$ cat src/sv/tfc_pkg.sv
// Shared types and constants for the triangle frustum cull core.
// Used by tfc_box_build, tfc_plane_eval and triangle_frustum_cull_core.
// No dependencies.
`default_nettype none

package tfc_pkg;

    // Configuration register indexes
    localparam int          CFG_IDX_W        = 3;
    localparam logic [2:0]  CFG_PLANE_0      = 3'd0;
    localparam logic [2:0]  CFG_HEIGHT_SCALE = 3'd6;
    localparam int          PLANE_REGS       = 6;
    localparam int          CFG_DATA_W       = 64;
    localparam logic [15:0] HEIGHT_SCALE_RST = 16'd256;

    // Pipeline depth: box (2), plane products, partial sums, final sum, reduce
    localparam int PIPE_DEPTH = 6;

    // Intermediate widths of the plane sum
    localparam int MID_W = 38;
    localparam int ACC_W = 56;

    // One input triangle
    typedef struct packed {
        logic signed [15:0] ax;
        logic signed [15:0] ay;
        logic signed [15:0] az;
        logic signed [15:0] bx;
        logic signed [15:0] by;
        logic signed [15:0] bz;
        logic signed [15:0] cx;
        logic signed [15:0] cy;
        logic signed [15:0] cz;
        logic        [15:0] err;
    } t_tri;

    // Box in doubled form: min+max per axis, max-min per axis
    // (x and z in world units, y span in Q.16 including the error widening)
    typedef struct packed {
        logic signed [16:0] sum_x;
        logic signed [16:0] sum_y;
        logic signed [16:0] sum_z;
        logic        [15:0] dif_x;
        logic        [33:0] dif_y;
        logic        [15:0] dif_z;
    } t_box;

    // Stage enables for the box builder
    typedef struct packed {
        logic en1;
        logic en2;
    } t_box_ctl;

    // Stage enables for one plane evaluator
    typedef struct packed {
        logic en3;
        logic en4;
        logic en5;
    } t_pln_ctl;

endpackage

`default_nettype wire

$ cat src/sv/tfc_box_build.sv
// Bounding box builder: min/max per axis and vertical error widening.
// Two register stages, advanced by enables from the top level.
// Depends on tfc_pkg.
`default_nettype none

module tfc_box_build import tfc_pkg::*; (
    input  wire logic        i_clk,
    input  wire t_box_ctl    i_ctl,
    input  wire t_tri        i_tri,
    input  wire logic [15:0] i_height_scale,
    output t_box             o_box
);

    function automatic logic signed [15:0] min3(input logic signed [15:0] a,
                                                input logic signed [15:0] b,
                                                input logic signed [15:0] c);
        logic signed [15:0] m;
        m = (a < b) ? a : b;
        return (m < c) ? m : c;
    endfunction

    function automatic logic signed [15:0] max3(input logic signed [15:0] a,
                                                input logic signed [15:0] b,
                                                input logic signed [15:0] c);
        logic signed [15:0] m;
        m = (a > b) ? a : b;
        return (m > c) ? m : c;
    endfunction

    logic signed [15:0] lo_x, hi_x, lo_y, hi_y, lo_z, hi_z;

    logic signed [16:0] r_sum_x, r_sum_y, r_sum_z;
    logic        [15:0] r_dif_x, r_dif_y, r_dif_z;
    logic        [31:0] r_werr;

    t_box r_box;
    t_box n_box;

    // Stage 1: extremes per axis and the world error product
    always_comb begin
        lo_x = min3(i_tri.ax, i_tri.bx, i_tri.cx);
        hi_x = max3(i_tri.ax, i_tri.bx, i_tri.cx);
        lo_y = min3(i_tri.ay, i_tri.by, i_tri.cy);
        hi_y = max3(i_tri.ay, i_tri.by, i_tri.cy);
        lo_z = min3(i_tri.az, i_tri.bz, i_tri.cz);
        hi_z = max3(i_tri.az, i_tri.bz, i_tri.cz);
    end

    always_ff @(posedge i_clk) begin
        if (i_ctl.en1) begin
            r_sum_x <= {lo_x[15], lo_x} + {hi_x[15], hi_x};
            r_sum_y <= {lo_y[15], lo_y} + {hi_y[15], hi_y};
            r_sum_z <= {lo_z[15], lo_z} + {hi_z[15], hi_z};
            // span is 0..65535, so the low 16 bits are exact
            r_dif_x <= 16'(hi_x - lo_x);
            r_dif_y <= 16'(hi_y - lo_y);
            r_dif_z <= 16'(hi_z - lo_z);
            r_werr  <= 32'(i_tri.err) * 32'(i_height_scale);
        end
    end

    // Stage 2: vertical span in Q.16, widened up and down by the error
    always_comb begin
        n_box.sum_x = r_sum_x;
        n_box.sum_y = r_sum_y;
        n_box.sum_z = r_sum_z;
        n_box.dif_x = r_dif_x;
        n_box.dif_z = r_dif_z;
        n_box.dif_y = {2'd0, r_dif_y, 16'd0} + {1'b0, r_werr, 1'b0};
    end

    always_ff @(posedge i_clk) begin
        if (i_ctl.en2) begin
            r_box <= n_box;
        end
    end

    assign o_box = r_box;

endmodule

`default_nettype wire

$ cat config.mk
export PLATFORM = sky130hd
export DESIGN_NAME = tfc_box_build
export DESIGN_NICKNAME = d
export VERILOG_FILES = /design/src/sv/tfc_pkg.sv /design/src/sv/tfc_box_build.sv
export SDC_FILE = /design/constraint.sdc
export NUM_CORES = 1
export LEC_CHECK = 0
export ABC_CLOCK_PERIOD_IN_PS = 8100
export BUFFER_PORTS_ARGS = -buffer_cell sky130_fd_sc_hd__buf_4
export CORE_ASPECT_RATIO = 0.7
export CORE_UTILIZATION = 45
export DETAILED_ROUTE_END_ITERATION = 6
export PLACE_DENSITY_LB_ADDON = 0.12
export SLEW_MARGIN = 20
export SYNTH_ARGS = -nofsm -noshare
export SYNTH_HDL_FRONTEND = slang
export SYNTH_SLANG_ARGS = --single-unit
$ cat constraint.sdc
create_clock -name i_clk -period 8.1 [get_ports i_clk]
set_input_delay 0.405 -clock i_clk [delete_from_list [all_inputs] [get_ports i_clk]]
set_output_delay 0.405 -clock i_clk [all_outputs]
set_load 0.01 [all_outputs]
==> results_dict.tcl <==
set metrics [dict create \
    dieArea_um2 59900 \
    synth_top_family_by_area "adder cells" \
    rows 74 \
    synthToLayoutAreaGrowth_pct 14.7 \
    diodes 0 \
    p_seq_share_pct 22.9 \
    start_util_pct 45.5 \
    place_congestion 0.897 \
    cts_buffers 26 \
    internal-power_mw 6.29 \
    holdWs_ns 0.326 \
    clock-root-buffer "clkbuf_16" \
    nets 3605 \
    drtIter0Drc 970 \
    synth_simple_gate_area_share_pct 11.6 \
    ir_drop_mv 0.456 \
    path_clk_slew_ns 0.07 \
    avgSynthCellArea_um2 10.2 \
    cts.sinks 242 \
    place_inst 3603 \
    slew_viol_final 0 \
    fin_setup_tns_ns 0 \
    stdcell_area_um2 30400 \
    max_cap_violations 0 \
    clock_latency_ns 0.55 \
    synth-xor-area-share_pct 3.44 \
    synth.largest_area_cell "edfxtp_1" \
    synthTopCellsByArea "edfxtp_1, ha_1, fa_1" \
    grt_pass1_vias 19851 \
    wl_um 66000 \
    grt_first_pass_wirelength_um 105000 \
    fillerInstances 5269 \
    track_usage_pct 22.1 \
    antenna_found_initial 0 \
    postPlaceCellArea_um2 29500 \
    p_switching_mw 4.68 \
    die_w_um 292 \
    power_frac_comb_pct 65.8 \
    synth_top_cell_area_share_pct 27.4 \
    power.leakage_nw 14.0 \
    avgRoutedWirePerCell_um 18.1 \
    async_reset_ff_share_pct 0 \
    ys_types 69 \
    power_density_nw_per_um2 361 \
    clk_path_buf_depth 3 \
    critPathMaxStageDelay_ns 0.48 \
    crit_path_end_kind "flip-flop" \
    synth-adder-area-share_pct 31.9 \
    cp-start-kind "input port" \
    drive_gt1_share_pct 19.1 \
    switching_share_pct 42.7 \
    antenna_left 0 \
    rsz0062_at_grt "false" \
    slew_headroom_pct 38.2 \
    status "completed" \
    crit_required_ns 8.38 \
    syn_nets 3334 \
    io_pins 296 \
    clock.fmax_mhz 137 \
    core_area_um2 58200 \
    clock_skew_ns 0.0196 \
    die_h_um 205 \
    synth_compound_area_share_pct 9.17 \
    viasPerCell 5.31 \
    synth_edf_count 242 \
    crit_arrival_ns 7.58 \
    hold_class "in2reg" \
    tightest_slew_ns 0.928 \
    firstDrtPassIters 5 \
    cts_setup_buffers 0 \
    cts_hold_buf 0 \
    synthCells 2600 \
    setup_viol 0 \
    synth_ff_type "edfxtp_1" \
    ys_warn_count 0 \
    yosys_register_bits 242 \
    grt-ovfl-total 0 \
    final-hold-violation-count 0 \
    period_needed_ns 7.29 \
    slowest_stage "a211oi_1" \
    hpwlAfterDp_um 52900 \
    via_count 19382 \
    cp_max_fo 23 \
    cts_tree "done" \
    io_buffers 294 \
    period_share_pct 90.0 \
    synthMuxAreaShare_pct 9.83 \
    fin_cells 3651 \
    p_clk_share_pct 11.3 \
    synth_area_um2 26500 \
    drcViolationCount 0 \
    ys_seq_area_share_pct 27.4 \
    htree_levels 1 \
    crit_type "in2reg" \
    cts_resized 0 \
    grt_max_degree 73 \
]
[cells in the final DEF, fill, tap and decap left out, types with 6 or more instances in the layout]
cell	count
o22ai_1	6
nor3_1	34
and3_1	15
or3_1	9
clkinv_1	9
a21o_1	31
nand2b_1	18
xnor2_1	87
buf_4	310
xor2_1	17
and2_1	115
mux2_2	186
fa_1	201
nor2_1	128
a21oi_1	115
o21ai_0	83
inv_1	388
nand3_1	17
nor2b_1	35
edfxtp_1	242
a211oi_1	14
ha_1	354
a221oi_1	7
a31oi_1	8
nand4_1	24
clkbuf_16	27
o21a_1	21
o41ai_1	8
mux2i_1	51
a221o_1	6
o21bai_1	14
nand2_1	210
[metrics by stage]
stage	util, %	total power [mW]	worst slack [ns]
finish	52.2	11.0	0.806
global route	52.2	12.1	0.142
CTS	52.2	11.1	0.895
detailed placement	50.7	9.80	0.370
global placement	50.7	9.70	0.419
floorplan	-	7.78	1.16
[Yosys cell counts (6+ instances only)]
master,number
xor2_1,17
nor3_1,34
inv_1,388
mux2i_1,51
nand4_1,24
buf_2,13
o41ai_1,8
or3_1,9
edfxtp_1,242
mux2_2,186
nor2_1,128
nor2b_1,35
a221oi_1,7
a21oi_1,115
buf_4,7
xnor2_1,87
o21a_1,21
o21ai_0,83
a211oi_1,14
o22ai_1,6
clkbuf_1,48
a31oi_1,9
ha_1,354
a21o_1,31
nand2b_1,18
nand3_1,17
and3_1,15
fa_1,201
a221o_1,6
and2_1,115
nand2_1,210
o21bai_1,14
[critical path: cells and delay by family]
kind | cells | cell delay [ns]
AO/OA/AOI/OAI | 13 | 3.18
multiplexers | 2 | 0.77
adder cells (fa/ha/maj) | 3 | 1.05
XOR/XNOR | 1 | 0.14
buffers and inverters | 4 | 0.79
AND/OR/NAND/NOR | 7 | 1.19
[flip-flops by register name (all words and copies together) (netlist names)]
| signal | count |
|---|---|
| r_werr | 32 |
| r_sum_y | 16 |
| r_sum_x | 17 |
| r_dif_y | 16 |
| r_dif_z | 16 |
| o_box | 114 |
| r_dif_x | 15 |
| r_sum_z | 16 |
[per-layer routing]
metal	track usage [%]	share of wire (%)
met2	37.6	48
met4	4.15	1.5
met3	2.41	3.8
met5	0	0
met1	30.5	47
[cells by family (layout without fill, tap and decap cells)]
| family | after synthesis | in the layout |
|---|---|---|
| mux | 237 | 237 |
| fa+ha+maj | 555 | 555 |
| other cells | 1 | 1 |
| flops | 242 | 242 |
| buf+inv | 457 | 748 |
| simple gates | 630 | 630 |
| xor+xnor | 104 | 104 |
| compound gates | 374 | 374 |
[final cells by class]
cell class,instances,area (um2),area share (%)
multi-input combinational,1901,17500,57.5
clock buffer,29,683,2.25
inverter,388,1460,4.79
sequential,242,7270,23.9
clock inverter,19,198,0.650
timing repair buffer,312,2350,7.73
tap,760,951,3.13
[final timing paths]
path | from | endpoint | slack, ns | cells after the start
worst max-delay path | i_tri[95] | r_sum_y[15]$_DFFE_PP_ | 0.81 | 30
worst min-delay path | i_ctl[0] | o_box[100]$_DFFE_PP_ | 0.33 | 1
worst max register to register | r_dif_y[0]$_DFFE_PP_ | o_box[48]$_DFFE_PP_ | 5.16 | 12
worst min register to register | r_dif_z[15]$_DFFE_PP_ | o_box[15]$_DFFE_PP_ | 0.41 | 0
[power by group through the flow]
stage          clock [mW]  sequential [mW]  combinational [mW]
2_1_floorplan           0             2.55                5.22
3_3_place_gp            0             2.54                7.16
3_5_place_dp            0             2.54                7.25
4_1_cts              1.28             2.52                7.31
5_1_grt              1.33             2.56                8.18
6_report             1.24             2.51                7.22
(Power assumes the default switching activity.)
